File: config.mk
export PLATFORM = sky130hd
export DESIGN_NAME = float32_multiplier_truncating_core
export DESIGN_NICKNAME = d
export VERILOG_FILES = /design/src/rtl/fmt_pkg.sv /design/src/rtl/float32_multiplier_truncating_core.sv /design/src/rtl/fmt_unpack.sv /design/src/rtl/fmt_pack.sv
export SDC_FILE = /design/constraint.sdc
export NUM_CORES = 2
export LEC_CHECK = 0
export ABC_AREA = 1
export BUFFER_PORTS_ARGS = -buffer_cell sky130_fd_sc_hd__buf_2
export CORE_MARGIN = 8
export CORE_UTILIZATION = 55
export CTS_CLUSTER_DIAMETER = 150
export DETAILED_ROUTE_END_ITERATION = 12
export PLACE_DENSITY_LB_ADDON = 0.25
export SYNTH_ARGS = -nofsm -noshare
export SYNTH_HDL_FRONTEND = slang
export SYNTH_SLANG_ARGS = --single-unit
File: constraint.sdc
create_clock -name clock -period 8.6 [get_ports clock]
set_clock_uncertainty 0.15 [all_clocks]
set_input_delay 1.72 -clock clock [delete_from_list [all_inputs] [get_ports clock]]
set_output_delay 1.72 -clock clock [all_outputs]
set_load 0.01 [all_outputs]
File: src/rtl/fmt_pkg.sv
`default_nettype none
package fmt_pkg;
   localparam int unsigned SIG_W  = 24;
   localparam int unsigned PROD_W = 48;
   localparam int unsigned EXP_W  = 8;
   localparam logic [EXP_W-1:0] EXP_MAX_FIELD = 8'hFF;
   localparam logic [9:0] EXP_BIAS = 10'd127;
   localparam logic [9:0] EXP_OVF  = 10'd255;
   localparam logic [31:0] POS_INFINITY = 32'h7F80_0000;
   localparam logic [31:0] NEG_INFINITY = 32'hFF80_0000;

   typedef enum logic [1:0] {
      STATUS_NORMAL    = 2'd0,
      STATUS_OVERFLOW  = 2'd1,
      STATUS_UNDERFLOW = 2'd2
   } status_type;

   typedef struct packed {
      logic [31:0] operand_a;
      logic [31:0] operand_b;
   } req_type;

   typedef struct packed {
      logic [31:0] product;
      logic [1:0]  status;
   } rsp_type;

   // operands after unpacking, ahead of the multiply
   typedef struct packed {
      logic             sign;
      logic             zero;
      logic signed [9:0] exp;
      logic [SIG_W-1:0] sig_a;
      logic [SIG_W-1:0] sig_b;
   } unp_type;

   // after the multiply
   typedef struct packed {
      logic              sign;
      logic              zero;
      logic signed [9:0] exp;
      logic [PROD_W-1:0] prod;
   } mul_type;
endpackage
`default_nettype wire

File: src/rtl/float32_multiplier_truncating_core.sv
// Truncating single-precision multiplier, pipelined.
// Channels: req_ carries two float32 bit patterns, rsp_ carries the truncated
// product and a status code (normal, overflow to infinity, underflow to +0).
// Each channel uses valid/stall; an item moves when valid is high and stall low.
// Pipeline: unpack register, multiply register, pack/output register. An item
// accepted at one edge moves through the multiply register into the output
// register, and rsp_valid rises once it is loaded there; the receiver can take
// the item from then on, whenever rsp_stall is low.
// Throughput: one item per cycle unless stalled; one 24x24 multiplier stage.
// When the receiver stalls, the whole pipe holds; req_stall rises only while
// the output register is full and stalled, so nothing is lost or repeated.
// Reset clears all valid bits; the pipe starts empty and accepts at once.
`default_nettype none
module float32_multiplier_truncating_core (
   input  wire                   clock,
   input  wire                   reset,
   input  wire                   req_valid,
   output logic                  req_stall,
   input  wire fmt_pkg::req_type req_data,
   output logic                  rsp_valid,
   input  wire                   rsp_stall,
   output fmt_pkg::rsp_type      rsp_data
);
   fmt_pkg::unp_type unp_in, unp_ff;
   fmt_pkg::mul_type mul_ff;
   fmt_pkg::rsp_type rsp_in, rsp_ff;
   logic v1_ff, v2_ff, v3_ff;
   logic advance;

   // hold everything while the output item is stalled
   assign advance   = !(v3_ff && rsp_stall);
   assign req_stall = !advance;

   fmt_unpack u_unpack (.req(req_data), .unp(unp_in));
   fmt_pack   u_pack   (.mul(mul_ff), .rsp(rsp_in));

   always_ff @(posedge clock) begin
      if (reset) begin
         v1_ff <= 1'b0;
         v2_ff <= 1'b0;
         v3_ff <= 1'b0;
      end else if (advance) begin
         v1_ff <= req_valid;
         v2_ff <= v1_ff;
         v3_ff <= v2_ff;
      end
   end

   always_ff @(posedge clock) begin
      if (advance) begin
         unp_ff      <= unp_in;
         mul_ff.sign <= unp_ff.sign;
         mul_ff.zero <= unp_ff.zero;
         mul_ff.exp  <= unp_ff.exp;
         mul_ff.prod <= unp_ff.sig_a * unp_ff.sig_b;
         rsp_ff      <= rsp_in;
      end
   end

   assign rsp_valid = v3_ff;
   assign rsp_data  = rsp_ff;
endmodule
`default_nettype wire

File: src/rtl/fmt_unpack.sv
`default_nettype none
module fmt_unpack (
   input  wire fmt_pkg::req_type req,
   output fmt_pkg::unp_type      unp
);
   logic [7:0] ea;
   logic [7:0] eb;
   always_comb begin
      ea = req.operand_a[30:23];
      eb = req.operand_b[30:23];
      unp.sign  = req.operand_a[31] ^ req.operand_b[31];
      unp.zero  = (ea == 8'd0) || (eb == 8'd0);
      unp.exp   = $signed({2'b00, ea} + {2'b00, eb} - fmt_pkg::EXP_BIAS);
      unp.sig_a = {1'b1, req.operand_a[22:0]};
      unp.sig_b = {1'b1, req.operand_b[22:0]};
   end
endmodule
`default_nettype wire

File: src/rtl/fmt_pack.sv
`default_nettype none
module fmt_pack (
   input  wire fmt_pkg::mul_type mul,
   output fmt_pkg::rsp_type      rsp
);
   logic signed [9:0] exp_fin;
   logic [22:0]       frac;
   always_comb begin
      if (mul.prod[47]) begin
         exp_fin = mul.exp + 10'sd1;
         frac    = mul.prod[46:24];
      end else begin
         exp_fin = mul.exp;
         frac    = mul.prod[45:23];
      end
      if (mul.zero) begin
         rsp.product = 32'd0;
         rsp.status  = fmt_pkg::STATUS_UNDERFLOW;
      end else if (exp_fin >= $signed(fmt_pkg::EXP_OVF)) begin
         rsp.product = mul.sign ? fmt_pkg::NEG_INFINITY : fmt_pkg::POS_INFINITY;
         rsp.status  = fmt_pkg::STATUS_OVERFLOW;
      end else if (exp_fin <= 10'sd0) begin
         rsp.product = 32'd0;
         rsp.status  = fmt_pkg::STATUS_UNDERFLOW;
      end else begin
         rsp.product = {mul.sign, exp_fin[7:0], frac};
         rsp.status  = fmt_pkg::STATUS_NORMAL;
      end
   end
endmodule
`default_nettype wire

==> impl_metrics.env <==
export IMPL_vias_per_cell=5.145
export IMPL_crit_arrival_ps=7490
export IMPL_relSlewSlack_pct=20.67
export IMPL_status="finished, final reports clean"
export IMPL_track_usage_pct=26.38
export IMPL_worstPathMaxFanout=16
export IMPL_cp_start_kind="register"
export IMPL_root_buffer="clkbuf_16"
export IMPL_reg2regPathDepth=22
export IMPL_whs_path_depth=0
export IMPL_cts_max_path_buffers=2
export IMPL_htreeDepth=4
export IMPL_vias=18760
export IMPL_worstPathRequired_ps=8660
export IMPL_ys_seq_area_share_pct=15.74
export IMPL_wl_per_cell_um=17.93
export IMPL_initial_core_util_pct=55.42
export IMPL_syn_instance_count=2976
export IMPL_cts_resized=0
export IMPL_crit_buf_inv=6
export IMPL_final_cell_mix="inv_1, nand2_1, fa_1"
export IMPL_dp_hpwl_mm=55.18
export IMPL_grt_pass1_wl_mm=110.0
export IMPL_core_area_mm2=0.04509
export IMPL_dieArea_mm2=0.05251
export IMPL_hold_violations=0
export IMPL_cts_tree="yes"
export IMPL_clk_latency_ps=470
export IMPL_antenna_found_initial=1
export IMPL_avgSynthCellArea_um2=8.396
export IMPL_end_kind="register"
export IMPL_synth_ff_type="edfxtp_1"
export IMPL_grt_overflow_total=0
export IMPL_synth_largest_area_cell="fa_1"
export IMPL_syn_area_mm2=0.02499
export IMPL_hp_class="register to register"
export IMPL_crit_family="adder cells"
export IMPL_first_pass_iters=5
export IMPL_cts_buffers=17
export IMPL_setup_violations=0
export IMPL_synth_area_leaders="fa_1, edfxtp_1, inv_1"
export IMPL_port_buffers=103
export IMPL_rows=78
export IMPL_post_cts_buffers=0
export IMPL_crit_top_cell="fa_1"
export IMPL_async_reset_ff_share_pct=0
export IMPL_drc=0
export IMPL_setup_tns_ps=0
export IMPL_min_period_over_period_pct=86.33
export IMPL_syn_num_nets=3705
export IMPL_worstSetupPathDepth=22
export IMPL_top_level_ports=104
export IMPL_synth_top_area_share_pct=38.62
export IMPL_synth_edf_count=129
export IMPL_postCtsHoldBufs=0
export IMPL_critPathMaxStageDelay_ps=940
export IMPL_worst_pin_slew_ps=1190
export IMPL_max_cap_viol_count=0
export IMPL_die_w_um=229.2
export IMPL_drtIter0Drc=1312
export IMPL_final_common_cell="inv_1"
export IMPL_area_growth_pct=6.860
export IMPL_cts_sinks=132
export IMPL_worstPathCellList="buf_4, nand2_1, fa_1, inv_1, fa_1, fa_1, fa_1, fa_1, fa_1, inv_1, fa_1, inv_1, ha_1, nand2_1, nor2_1, inv_1, nor2_1, inv_1, nor4_1, nand3_1, nand4_1, nand2_1"
export IMPL_crit_slowest_cell="edfxtp_1"
export IMPL_diodes=0
export IMPL_ys_warn_count=0
export IMPL_path_class="register to register"
export IMPL_die_y_um=229.2
export IMPL_ys_types=37
export IMPL_nNetsFinal=3762
export IMPL_rsz0062_at_grt="false"
export IMPL_clk_pin_slew_ps=70
export IMPL_final_max_slew_viol_count=0
export IMPL_ys_ff_latch=132
export IMPL_ant_nets=0
export IMPL_grt_max_degree=69
export IMPL_postRouteWirelength_mm=65.36
export IMPL_layout_drive_gt1_share_pct=6.697
export IMPL_fin_crit_ps=7424
export IMPL_grt_pass1_vias=20860
export IMPL_gp_congestion=0.9510
export IMPL_timing_fmax_ghz=0.1347
-- area by class of cell --
cell class / instances / area (um^2)
clock inverters: 15 / 178.9
multi-input cells: 1798 / 17100
repair buffers: 135 / 755.7
flip-flops and latches: 132 / 3934
inverters: 949 / 3562
well taps: 600 / 750.7
clock buffers: 17 / 425.4
fillers: 4023 / 18390
-- worst reg2reg max path, delay by kind of cell (launching register included) --
family	cells	cell delay (ps)
buffers and inverters	6	680
AND/OR/NAND/NOR	8	1400
adder cells (fa/ha/maj)	8	4010
flip-flops	1	940
-- cells in the mapped netlist, drive strengths merged (9+ instances only) --
master,n
inv,949
nand2,719
fa,482
ha,179
edfxtp,129
nor2,129
clkbuf,94
a21oi,72
nand3,50
o21ai,42
mux2i,21
xor2,21
nand4,17
xnor2,13
o21bai,10
nor3,9
-- logic make-up (layout without fill, tap and decap cells) --
| family | count (synthesis) | after routing | share of synthesized area, % |
|---|---|---|---|
| buffers and inverters | 1046 | 1116 | 15.87 |
| flip-flops | 132 | 132 | 15.74 |
| AND/OR/NAND/NOR | 936 | 936 | 15.43 |
| AO/OA/AOI/OAI | 146 | 146 | 3.280 |
| multiplexers | 21 | 21 | 0.8412 |
| XOR/XNOR | 34 | 34 | 1.252 |
| adder cells (fa/ha/maj) | 661 | 661 | 47.58 |
-- worst paths after layout --
kind | from | to | slack (ps)
max reg2reg | unp_ff[32] | mul_ff[43] | 1180
min reg2reg | unp_ff[51] | mul_ff[51] | 270
min | unp_ff[51] | mul_ff[51] | 270
max | unp_ff[32] | mul_ff[43] | 1180
-- registers in the layout (all words and copies together), names as in the netlist --
register,flops
unp_ff,58
mul_ff,37
rsp_data,34
rsp_valid,1
v1_ff,1
v2_ff,1
-- routing by layer --
layer	part of all wire [%]	up-vias	wire length, um	global-route usage, %
met4	2.4	2	1591	7.531
li1	-	8629	-	-
met1	42	9323	27190	34.70
met3	8.0	113	5240	5.834
met5	0.020	-	13	0
met2	48	690	31320	43.62
-- per-stage QoR --
step | hold WS [ps] | area (um^2) | setup slack, ps | cells | utilization (%)
4_1_cts | 272.3 | 26700 | 1150 | 3646 | 59.22
5_1_grt | 284.9 | 26700 | 812.5 | 3646 | 59.22
3_5_place_dp | 254.5 | 26100 | 1184 | 3614 | 57.88
3_3_place_gp | 250.4 | 26100 | 1165 | 3614 | 57.88
2_1_floorplan | 250.3 | 24990 | 1691 | 2976 | -
6_report | 271.7 | 26700 | 1176 | 3646 | 59.22
Power is not shown: default switching activity piles up to over one toggle a cycle in this logic, so the estimate is an artifact.
